===== config.mk =====
export PLATFORM = sky130hd
export DESIGN_NAME = tagged_response_reorder_buffer
export DESIGN_NICKNAME = d
export VERILOG_FILES = /design/src/rtl/trrb_pkg.sv /design/src/rtl/trrb_front.sv /design/src/rtl/trrb_queue.sv /design/src/rtl/trrb_back.sv /design/src/rtl/tagged_response_reorder_buffer.sv
export SDC_FILE = /design/constraint.sdc
export NUM_CORES = 1
export LEC_CHECK = 0
export ABC_AREA = 1
export BUFFER_PORTS_ARGS = -buffer_cell sky130_fd_sc_hd__buf_2
export CAP_MARGIN = 20
export CELL_PAD_IN_SITES_DETAIL_PLACEMENT = 0
export CELL_PAD_IN_SITES_GLOBAL_PLACEMENT = 1
export CORE_MARGIN = 2
export CORE_UTILIZATION = 50
export DETAILED_ROUTE_END_ITERATION = 8
export GPL_TIMING_DRIVEN = 0
export PLACE_DENSITY_LB_ADDON = 0.15
export SKIP_CTS_REPAIR_TIMING = 1
export SYNTH_ARGS = -nofsm -noshare
export SYNTH_HDL_FRONTEND = slang
export SYNTH_SLANG_ARGS = --single-unit

===== constraint.sdc =====
create_clock -name clk -period 11.3 [get_ports clk]
set_input_delay 1.13 -clock clk [delete_from_list [all_inputs] [get_ports clk]]
set_output_delay 1.13 -clock clk [all_outputs]
set_load 0.05 [all_outputs]

===== src/rtl/trrb_pkg.sv =====
// Shared types and constants of the tagged response reorder buffer.
package trrb_pkg;

  // Size of the reorder window, tag counter width and payload handle width
  localparam int WINDOW       = 16;
  localparam int TAG_BITS     = 16;
  localparam int PAYLOAD_BITS = 32;

  // Widths of the tag and payload fields on the ports
  localparam int FIELD_TAG_BITS     = 16;
  localparam int FIELD_PAYLOAD_BITS = 32;

  // Slot index width and depth of the queue between front and back end
  localparam int SLOT_BITS   = (WINDOW > 1) ? $clog2(WINDOW) : 1;
  localparam int QUEUE_DEPTH = 2;
  localparam int QPTR_BITS   = (QUEUE_DEPTH > 1) ? $clog2(QUEUE_DEPTH) : 1;
  localparam int QCNT_BITS   = $clog2(QUEUE_DEPTH + 1);

  // Result kinds
  typedef enum logic [2:0] {
    KIND_ASSIGNED  = 3'd0,
    KIND_RELEASED  = 3'd1,
    KIND_HELD      = 3'd2,
    KIND_REJECTED  = 3'd3,
    KIND_REQ_ERROR = 3'd4
  } kind_t;

  // Input action codes
  localparam logic ACTION_REQUEST  = 1'b0;
  localparam logic ACTION_RESPONSE = 1'b1;

  // Commands passed from front to back end
  typedef enum logic [1:0] {
    CMD_ASSIGN = 2'd0,
    CMD_ERROR  = 2'd1,
    CMD_RESP   = 2'd2
  } cmd_op_t;

  typedef struct packed {
    logic                          action;
    logic                          request_failed;
    logic                          keep_alive;
    logic [FIELD_TAG_BITS-1:0]     resp_tag;
    logic [FIELD_PAYLOAD_BITS-1:0] payload;
  } trrb_in_t;

  typedef struct packed {
    logic [2:0]                    kind;
    logic [FIELD_TAG_BITS-1:0]     out_tag;
    logic [FIELD_PAYLOAD_BITS-1:0] out_payload;
    logic                          close_after;
    logic                          last;
  } trrb_out_t;

  typedef struct packed {
    cmd_op_t                 op;
    logic [TAG_BITS-1:0]     tag;
    logic [PAYLOAD_BITS-1:0] payload;
    logic                    close;
  } trrb_cmd_t;

endpackage


===== src/rtl/trrb_front.sv =====
// Front end: tags requests, tracks keep-alive and close flag, issues commands.
module trrb_front import trrb_pkg::*; (
  input  logic      clk,
  input  logic      rst,
  input  logic      item_valid,
  output logic      item_ready,
  input  trrb_in_t  item,
  output logic      push_valid,
  input  logic      push_ready,
  output trrb_cmd_t push_cmd
);

  logic [TAG_BITS-1:0] next_recv_tag;
  logic                last_keep_alive;
  logic                close_pending;
  logic                accept;

  assign item_ready = push_ready;
  assign push_valid = item_valid;
  assign accept     = item_valid && push_ready;

  // Classify the item into a command for the back end
  always_comb begin
    push_cmd.op      = CMD_ERROR;
    push_cmd.tag     = '0;
    push_cmd.payload = '0;
    push_cmd.close   = close_pending;
    if (item.action == ACTION_REQUEST) begin
      if (!item.request_failed) begin
        push_cmd.op  = CMD_ASSIGN;
        push_cmd.tag = next_recv_tag;
      end
    end else begin
      push_cmd.op      = CMD_RESP;
      push_cmd.tag     = TAG_BITS'(item.resp_tag);
      push_cmd.payload = PAYLOAD_BITS'(item.payload);
      push_cmd.close   = close_pending || !last_keep_alive;
    end
  end

  // Advance the receive tag and the connection flags
  always_ff @(posedge clk) begin
    if (rst) begin
      next_recv_tag   <= '0;
      last_keep_alive <= 1'b0;
      close_pending   <= 1'b0;
    end else if (accept) begin
      if (item.action == ACTION_REQUEST) begin
        if (!item.request_failed) begin
          next_recv_tag   <= next_recv_tag + 1'b1;
          last_keep_alive <= item.keep_alive;
        end
      end else begin
        close_pending <= push_cmd.close;
      end
    end
  end

endmodule


===== src/rtl/trrb_queue.sv =====
// Short command queue between the front and back end.
module trrb_queue import trrb_pkg::*; (
  input  logic      clk,
  input  logic      rst,
  input  logic      push_valid,
  output logic      push_ready,
  input  trrb_cmd_t push_cmd,
  output logic      pop_valid,
  input  logic      pop_ready,
  output trrb_cmd_t pop_cmd
);

  trrb_cmd_t            entries [QUEUE_DEPTH];
  logic [QPTR_BITS-1:0] wr_ptr;
  logic [QPTR_BITS-1:0] rd_ptr;
  logic [QCNT_BITS-1:0] count;
  logic                 do_push;
  logic                 do_pop;

  assign push_ready = (count != QCNT_BITS'(QUEUE_DEPTH));
  assign pop_valid  = (count != '0);
  assign pop_cmd    = entries[rd_ptr];
  assign do_push    = push_valid && push_ready;
  assign do_pop     = pop_valid && pop_ready;

  // Store pushed commands
  always_ff @(posedge clk) begin
    if (do_push) begin
      entries[wr_ptr] <= push_cmd;
    end
  end

  // Advance pointers and fill count
  always_ff @(posedge clk) begin
    if (rst) begin
      wr_ptr <= '0;
      rd_ptr <= '0;
      count  <= '0;
    end else begin
      if (do_push) begin
        wr_ptr <= (wr_ptr == QPTR_BITS'(QUEUE_DEPTH - 1)) ? '0 : wr_ptr + 1'b1;
      end
      if (do_pop) begin
        rd_ptr <= (rd_ptr == QPTR_BITS'(QUEUE_DEPTH - 1)) ? '0 : rd_ptr + 1'b1;
      end
      if (do_push && !do_pop) begin
        count <= count + 1'b1;
      end else if (do_pop && !do_push) begin
        count <= count - 1'b1;
      end
    end
  end

endmodule


===== src/rtl/trrb_back.sv =====
// Back end: reorder window, in-order release, drain sequencer and result register.
module trrb_back import trrb_pkg::*; (
  input  logic      clk,
  input  logic      rst,
  input  logic      pop_valid,
  output logic      pop_ready,
  input  trrb_cmd_t pop_cmd,
  output logic      result_valid,
  input  logic      result_ready,
  output trrb_out_t result
);

  typedef enum logic [1:0] {
    ST_IDLE  = 2'b01,
    ST_DRAIN = 2'b10
  } state_t;

  state_t                  state, state_next;
  logic [TAG_BITS-1:0]     send_tag, send_tag_next;
  logic [SLOT_BITS-1:0]    head, head_next, head_inc;
  logic [WINDOW-1:0]       slot_valid, slot_valid_next;
  logic [PAYLOAD_BITS-1:0] slot_payload [WINDOW];
  logic                    drain_close, drain_close_next;
  logic                    result_valid_next;
  trrb_out_t               result_next;
  logic                    can_load;
  logic                    result_load;
  logic [TAG_BITS-1:0]     tag_dist;
  logic                    in_window;
  logic [SLOT_BITS:0]      slot_sum;
  logic [SLOT_BITS:0]      slot_wrap;
  logic [SLOT_BITS-1:0]    hold_idx;
  logic                    pay_we;

  assign can_load  = !result_valid || result_ready;
  assign pop_ready = (state == ST_IDLE) && can_load;
  assign head_inc  = (head == SLOT_BITS'(WINDOW - 1)) ? '0 : head + 1'b1;

  // Place the response in the window relative to the send tag
  assign tag_dist  = pop_cmd.tag - send_tag;
  assign in_window = 64'(tag_dist) < 64'(WINDOW);
  assign slot_sum  = {1'b0, head} + (SLOT_BITS + 1)'(tag_dist);
  assign slot_wrap = (slot_sum >= (SLOT_BITS + 1)'(WINDOW)) ?
                     slot_sum - (SLOT_BITS + 1)'(WINDOW) : slot_sum;
  assign hold_idx  = slot_wrap[SLOT_BITS-1:0];

  // Execute commands and step the drain
  always_comb begin
    state_next       = state;
    send_tag_next    = send_tag;
    head_next        = head;
    slot_valid_next  = slot_valid;
    drain_close_next = drain_close;
    result_next      = result;
    result_load      = 1'b0;
    pay_we           = 1'b0;
    case (state)
      ST_IDLE: begin
        if (pop_valid && pop_ready) begin
          result_load             = 1'b1;
          result_next.kind        = KIND_REQ_ERROR;
          result_next.out_tag     = '0;
          result_next.out_payload = '0;
          result_next.close_after = pop_cmd.close;
          result_next.last        = 1'b1;
          case (pop_cmd.op)
            CMD_ASSIGN: begin
              result_next.kind    = KIND_ASSIGNED;
              result_next.out_tag = FIELD_TAG_BITS'(pop_cmd.tag);
            end
            CMD_RESP: begin
              result_next.out_tag = FIELD_TAG_BITS'(pop_cmd.tag);
              if (tag_dist == '0) begin
                // Release at once and drain whatever follows
                result_next.kind        = KIND_RELEASED;
                result_next.out_payload = FIELD_PAYLOAD_BITS'(pop_cmd.payload);
                result_next.last        = !slot_valid[head_inc];
                send_tag_next           = send_tag + 1'b1;
                head_next               = head_inc;
                if (slot_valid[head_inc]) begin
                  state_next       = ST_DRAIN;
                  drain_close_next = pop_cmd.close;
                end
              end else if (in_window) begin
                result_next.kind          = KIND_HELD;
                slot_valid_next[hold_idx] = 1'b1;
                pay_we                    = 1'b1;
              end else begin
                result_next.kind = KIND_REJECTED;
              end
            end
            default: begin
              result_next.kind = KIND_REQ_ERROR;
            end
          endcase
        end
      end
      ST_DRAIN: begin
        if (can_load) begin
          result_load             = 1'b1;
          result_next.kind        = KIND_RELEASED;
          result_next.out_tag     = FIELD_TAG_BITS'(send_tag);
          result_next.out_payload = FIELD_PAYLOAD_BITS'(slot_payload[head]);
          result_next.close_after = drain_close;
          result_next.last        = !slot_valid[head_inc];
          slot_valid_next[head]   = 1'b0;
          send_tag_next           = send_tag + 1'b1;
          head_next               = head_inc;
          if (!slot_valid[head_inc]) begin
            state_next = ST_IDLE;
          end
        end
      end
      default: begin
        state_next = ST_IDLE;
      end
    endcase
    if (result_load) begin
      result_valid_next = 1'b1;
    end else if (result_ready) begin
      result_valid_next = 1'b0;
    end else begin
      result_valid_next = result_valid;
    end
  end

  // Hold early payloads in their slot
  always_ff @(posedge clk) begin
    if (pay_we) begin
      slot_payload[hold_idx] <= pop_cmd.payload;
    end
  end

  // Result register
  always_ff @(posedge clk) begin
    if (result_load) begin
      result <= result_next;
    end
  end

  // Control state
  always_ff @(posedge clk) begin
    if (rst) begin
      state        <= ST_IDLE;
      send_tag     <= '0;
      head         <= '0;
      slot_valid   <= '0;
      drain_close  <= 1'b0;
      result_valid <= 1'b0;
    end else begin
      state        <= state_next;
      send_tag     <= send_tag_next;
      head         <= head_next;
      slot_valid   <= slot_valid_next;
      drain_close  <= drain_close_next;
      result_valid <= result_valid_next;
    end
  end

endmodule


===== src/rtl/tagged_response_reorder_buffer.sv =====
// Each item passes the command queue and the result register. Throughput: one item
// per cycle while each item gives one result and the receiver is ready; a response
// that releases n responses keeps the back end draining one window slot per cycle
// while the result register can load. The two-entry command queue lets the front end
// keep accepting during a drain. Reset clears tags, flags, slot valid bits, queue and
// result valid flag; held payloads and result data are not cleared.
module tagged_response_reorder_buffer import trrb_pkg::*; (
  input  logic      clk,
  input  logic      rst,
  input  logic      item_valid,
  output logic      item_ready,
  input  trrb_in_t  item,
  output logic      result_valid,
  input  logic      result_ready,
  output trrb_out_t result
);

  logic      push_valid;
  logic      push_ready;
  trrb_cmd_t push_cmd;
  logic      pop_valid;
  logic      pop_ready;
  trrb_cmd_t pop_cmd;

  // Accept and classify items
  trrb_front u_front (
    .clk        (clk),
    .rst        (rst),
    .item_valid (item_valid),
    .item_ready (item_ready),
    .item       (item),
    .push_valid (push_valid),
    .push_ready (push_ready),
    .push_cmd   (push_cmd)
  );

  // Decouple front and back end
  trrb_queue u_queue (
    .clk        (clk),
    .rst        (rst),
    .push_valid (push_valid),
    .push_ready (push_ready),
    .push_cmd   (push_cmd),
    .pop_valid  (pop_valid),
    .pop_ready  (pop_ready),
    .pop_cmd    (pop_cmd)
  );

  // Reorder and release responses
  trrb_back u_back (
    .clk          (clk),
    .rst          (rst),
    .pop_valid    (pop_valid),
    .pop_ready    (pop_ready),
    .pop_cmd      (pop_cmd),
    .result_valid (result_valid),
    .result_ready (result_ready),
    .result       (result)
  );

endmodule


Word-level counts from Yosys, hierarchy flattened
Memory sizes are Yosys's and may differ from the RTL's. A register that Yosys moved wholly into a read port is not among the register bits.
Cells that the tools add are included.

storage, ports and cells
  register bits after elaboration = 115
  memory bits (writable) = 614
  input port bits = 55
  output and inout port bits = 55
  memories = 2

memory list
  name                 depth  width  rd ports  clocked after Yosys merged registers in  write ports  RTL line          source
  u_back.slot_payload  16     32     1         1                                        1            trrb_back.sv:22   logic [PAYLOAD_BITS-1:0] slot_payload [WINDOW];
  u_queue.entries      2      51     1         1                                        1            trrb_queue.sv:13  trrb_cmd_t entries [QUEUE_DEPTH];

operators by class
  add/sub/neg operators = 10
  magnitude comparators = 7
  equality and inequality tests = 13
  muxes and demuxes = 67
  bitwise gates (word level) = 5
  reduce and logical (&&, ||, !) cells = 28

operators with widths
  cell                                                               number
  two-way mux 16 bit                                                 10
  two-way mux 53 bit                                                 2
  case mux 53 bit (2 select lines)                                   1
  two-way mux 32 bit                                                 2
  case mux 16 bit (2 select lines)                                   2
  two-way mux 33 bit                                                 1
  adder 16 x 1 -> 16 bit, second input constant                      2
  two-way mux 4 bit                                                  8
  two-way mux 1 bit                                                  23
  two-way mux 18 bit                                                 1
  two-way mux 2 bit                                                  9
  two-way mux 17 bit                                                 1
  bitwise AND 16 bit                                                 1
  zero test 16 bit                                                   1
  less-than comparator 16 x 5 -> 1 bit, second input constant        1
  inverter 16 bit                                                    1
  bitwise OR 16 bit                                                  1
  subtractor 16 bit                                                  1
  less-than comparator 4 x 5 -> 1 bit, second input constant         3
  != test 2 bit, second input constant                               7
  AND reduction 6 bit                                                2
  AND reduction 5 bit                                                2
  demux 1 bit (select 4 bit)                                         2
  greater-or-equal comparator 4 x 1 -> 1 bit, second input constant  2
  26 further kinds                                                   44

Longest topological paths before layout
  depth in word-level cells = 14
  depth in mapped cells = 25
  depth with buffers taken out = 22

By module
A second synthesis with hierarchy kept.

unflattened totals
  cells, all modules = 2,709
  area total of the unflattened synthesis = 31,496.5 µm²

modules (own cells, without submodules)
  module      times used  cells an instance  area an instance (µm²)
  trrb_back   1           2,254              25,886.1
  trrb_queue  1           196                4,175.3
  trrb_front  1           259                1,435.1

Least setup slack after synthesis
Ideal clock, no wire load.

  kind = input to register
  start = in result_ready
  end = reg u_back.result[0] (netlist name)
  data arrival time = 9.525 ns
  path slack = 1.027 ns
  stages = 2
  path through = nor2_1 -> a2111oi_0

between the ends
  longest elaborated chain between the ends = 6
  elaborated cells between the ends (all ways) = 9
  classes of those cells = eq/ne: 2; mux: 3; reduce/logical: 4

ends and longest elaborated chain
  item                                      RTL line                              source
  start: declaration                        tagged_response_reorder_buffer.sv:14  input logic result_ready,
  logical OR 1 bit (*)                      trrb_back.sv:35                       assign can_load = !result_valid || result_ready;
  logical AND 1 bit                         trrb_back.sv:36                       assign pop_ready = (state == ST_IDLE) && can_load;
  logical AND 1 bit                         trrb_back.sv:59                       if (pop_valid && pop_ready) begin
  two-way mux 1 bit                         trrb_back.sv:59
  case mux 1 bit (2 select lines)           trrb_back.sv:57                       case (state)
  AND reduction 4 bit (no source line) (*)  --

Every way passes the cells marked *; elsewhere a longest branch is shown, timed or not.
A chain may end at the register's enable or synchronous reset.

==> impl_results.md <==
* Status: complete, no violations
* Die Width at between 200 and 300 µm
* Worst Setup EP: u_back.slot_payload[9][6]
* Drt total wl at ~94000 µm
* Async S/R FF share, synth at 0%
* DR WL/cell at 23.9 µm
* CTS tree: done
* CP required at approximately 12 ns
* Synth Cell Area at 31100 µm²
* Clk buf depth at 3
* Ant. Diodes at 0
* Placed wire-length estimate at 65800 µm
* Highest clock rate at ~170 MHz
* Top cell family by delay on the critical path: buffers and inverters
* Synth unique cells at 38
* Synth Flop Type: edfxtp_1
* Critical path depth at 22
* Arr. time, crit path at about 6.3 ns
* Slew headroom at 32.4%
* Startpoint types: flip-flop
* Total CTS buffers at 77
* Fin nets at 3109
* Mapped Cells at about 2.8k
* Die area at roughly 64000 µm²
* Pre-Repair DR Iteration Count at 5
* CP endpoint kind: flip-flop
* First-pass GRT wire length at approximately 140000 µm
* Largest net degree at the start of global routing at 33
* Fill cells at 5146
* Clk sinks at about 730
* Synth area leaders: edfxtp_1 64%, nand2_1 5.9%, o21ai_0 5.6%
* Vias in the first global route at 22.0k
* Number of H-tree levels at 3
* Ordered cell list for the critical path: buf_2 > clkbuf_1 > clkbuf_1 > mux2i_1 > ha_1 > fa_1 > inv_1 > nand3_1 > nand3_1 > nand2_1 > nand3b_1 > nand2_1 > nand2_1 > inv_1 > nand2_1 > nor2_2 > nand3_1 > inv_1 > nand2_1 > buf_2 > nor2_4 > buf_16
* ANT nets after route at 0
* Worst-skew pair later-pin latency at between 0.6 and 0.7 ns
* Max stage delay on crit path at 0.77 ns
* Area Growth Syn to Fin at 14.9%
* Syn Nets at roughly 2.9k
* Final GP Congestion at between 0.8 and 0.9
* Crit path time final at between 6 and 7 ns
* Sequential-to-total area share from yosys stat at 68.6%
* Worst hold margin at between 0.4 and 0.5 ns
* Placed cell area at 33400 µm²
* Chip Height at roughly 250 µm
* Total chip power at 7.43 mW
* Final non-filler cell area at around 36000 µm²
* Number of synthesized flops with an enable pin at ~670
* Tightest Pin Transition at 1.00 ns
* CTS root buf: clkbuf_16
* Worst reg2reg path depth at 22
* Peak supply drop at around 0.17 mV
* Commonest non-fill, non-tap cell in the layout: edfxtp_1
* Via/cell ratio at a little under 6
* Worst-path clk slew at around 0.06 ns
* CP Buf/Inv Count at 8
* Row count at 91
* Synth area leader: edfxtp_1
* Power density over cell area at about 210 nW/µm²
* Worst Hold Class: reg -> reg
* Final period utilization at a little over half
* Worst Skew at about 0.026 ns
* Worst reg2reg path endpoint: u_back.slot_payload[9][6]
* Drt drc at 0
* Most frequent cells in the layout: 667 x edfxtp_1, 487 x nand2_1, 346 x o21ai_0, 308 x nor2_1, 194 x inv_1
* Share of layout cells above drive strength 1 at about a tenth
* Core area at roughly 62000 µm²
* Port buffer count at roughly 110
* Initial Utilization at between 50% and 60%
* Antenna violations before repair at 0
* Iter 0 DRT Violations at approximately 2.5k
* Hold Vio Cnt, Final at 0
* GR Util All Layers at between 20 and 30%
* R2r setup slk at 5.29 ns
* Routed via count at between 20k and 25k
* Top Ports at 110
* #FFs+latches synth at between 700 and 800
* Synth warn at 0
* Final Setup Violations at 0
* Most used cell, CP: nand2_1
* CP Class: reg -> reg
* Crit-path max FO at 19
* Gr ovfl total at 0
* RSZ-0062 raised after global routing: no
* Post-synth top area share at between 60 and 70%
* Avg Synthesized Cell Area at 11.1 µm²
* # Max-Cap Violations at 0
* Leakage at approximately 13 nW
* CP max-delay cell: nor2_4
* Max-slew violations at 0
synth_stat cells, types with 2 or more instances:
library cell / count
a21oi_1: 136
a221o_1: 32
and2_1: 4
and3_1: 2
buf_1: 11
buf_2: 8
buf_4: 8
clkbuf_1: 131
dfxtp_1: 67
edfxtp_1: 667
fa_1: 2
ha_1: 29
inv_1: 194
inv_2: 6
mux2i_1: 2
nand2_1: 487
nand2_2: 4
nand3_1: 97
nand4_1: 23
nor2_1: 326
nor2_2: 4
nor3_1: 18
nor4_1: 3
o211ai_1: 8
o21ai_0: 346
o22ai_1: 130
o31ai_1: 16
or2_2: 18
xnor2_1: 2
xor2_1: 19
worst reg2reg max path: cells and delay by family, from the launching register on:
family	cells	cell delay (ns)
adder cells (fa/ha/maj)	2	0.53
buffers and inverters	8	2.12
flip-flops	1	0.30
multiplexers	1	0.61
AND/OR/NAND/NOR	11	2.10
cells by family after synthesis:
kind of cell             Yosys count  share of synthesized area, %
AO/OA/AOI/OAI                    671                          12.1
AND/OR/NAND/NOR                  990                          12.9
buffers and inverters            359                          4.46
XOR/XNOR                          21                         0.591
adder cells (fa/ha/maj)           31                          1.29
flip-flops                       734                          68.6
multiplexers                       2                        0.0643
how the worst min path moves through the flow:
stage | from | endpoint | slack [ns] | cells after the start
CTS | u_queue.rd_ptr | flip-flop | 0.43 | 1
global placement | u_queue.rd_ptr | u_queue.rd_ptr | 0.44 | 1
detailed placement | u_queue.rd_ptr | u_queue.rd_ptr | 0.44 | 1
global route | u_queue.rd_ptr | flip-flop | 0.44 | 1
finish | u_queue.rd_ptr | flip-flop | 0.44 | 1
floorplan | u_queue.rd_ptr | flip-flop | 0.43 | 1
routing by layer:
layer	global-route usage, %	up-vias	routed length, µm
met3	4.15	160	7580
met5	0	-	0
li1	-	10400	-
met1	39.4	11100	38100
met4	11.3	0	3180
met2	48.4	1086	45000
metrics by stage:
step | std cells | worst slack (ns) | TNS (ns) | util (%)
floorplan | 2808 | 1.03 | 0 | -
detailed placement | 3781 | 5.23 | 0 | 54.2
global placement | 3753 | -6.72 | -355.36 | 53.1
global route | 3918 | 4.90 | 0 | 58.1
CTS | 3918 | 5.21 | 0 | 58.1
finish | 3918 | 5.29 | 0 | 58.1
state kept, by name, indices dropped and copies added (netlist names), named ones only:
| name | flops |
|---|---|
| u_back.state | 2 |
| u_front.last_keep_alive | 1 |
| u_back.drain_close | 1 |
| u_front.next_recv_tag | 16 |
| u_back.head | 4 |
| u_front.close_pending | 1 |
| u_queue.count | 2 |
| u_back.result_valid | 1 |
| u_queue.wr_ptr | 1 |
| u_queue.entries | 102 |
| u_queue.rd_ptr | 1 |
| u_back.result | 53 |
| u_back.slot_payload | 512 |
| u_back.slot_valid | 16 |
| u_back.send_tag | 16 |
report_power, final:
group | internal, mW | switching (mW) | leakage, nW
Clock | 1.41 | 1.07 | 1.19
Sequential | 3.38 | 0.0283 | 6.63
Combinational | 0.324 | 1.22 | 4.98
cell type report:
class                           count  area (µm²)  area share, %
Clock buffer                      101        2050           5.72
Multi-Input combinational cell   1715        8530           23.8
Sequential cell                   734       21400           59.7
Timing Repair Buffer              136        1030           2.88
Inverter                          201         754           2.11
Buffer                            158         633           1.77
Clock inverter                     36         385           1.08
Tap cell                          837        1050           2.93
(Power assumes the default switching activity.)
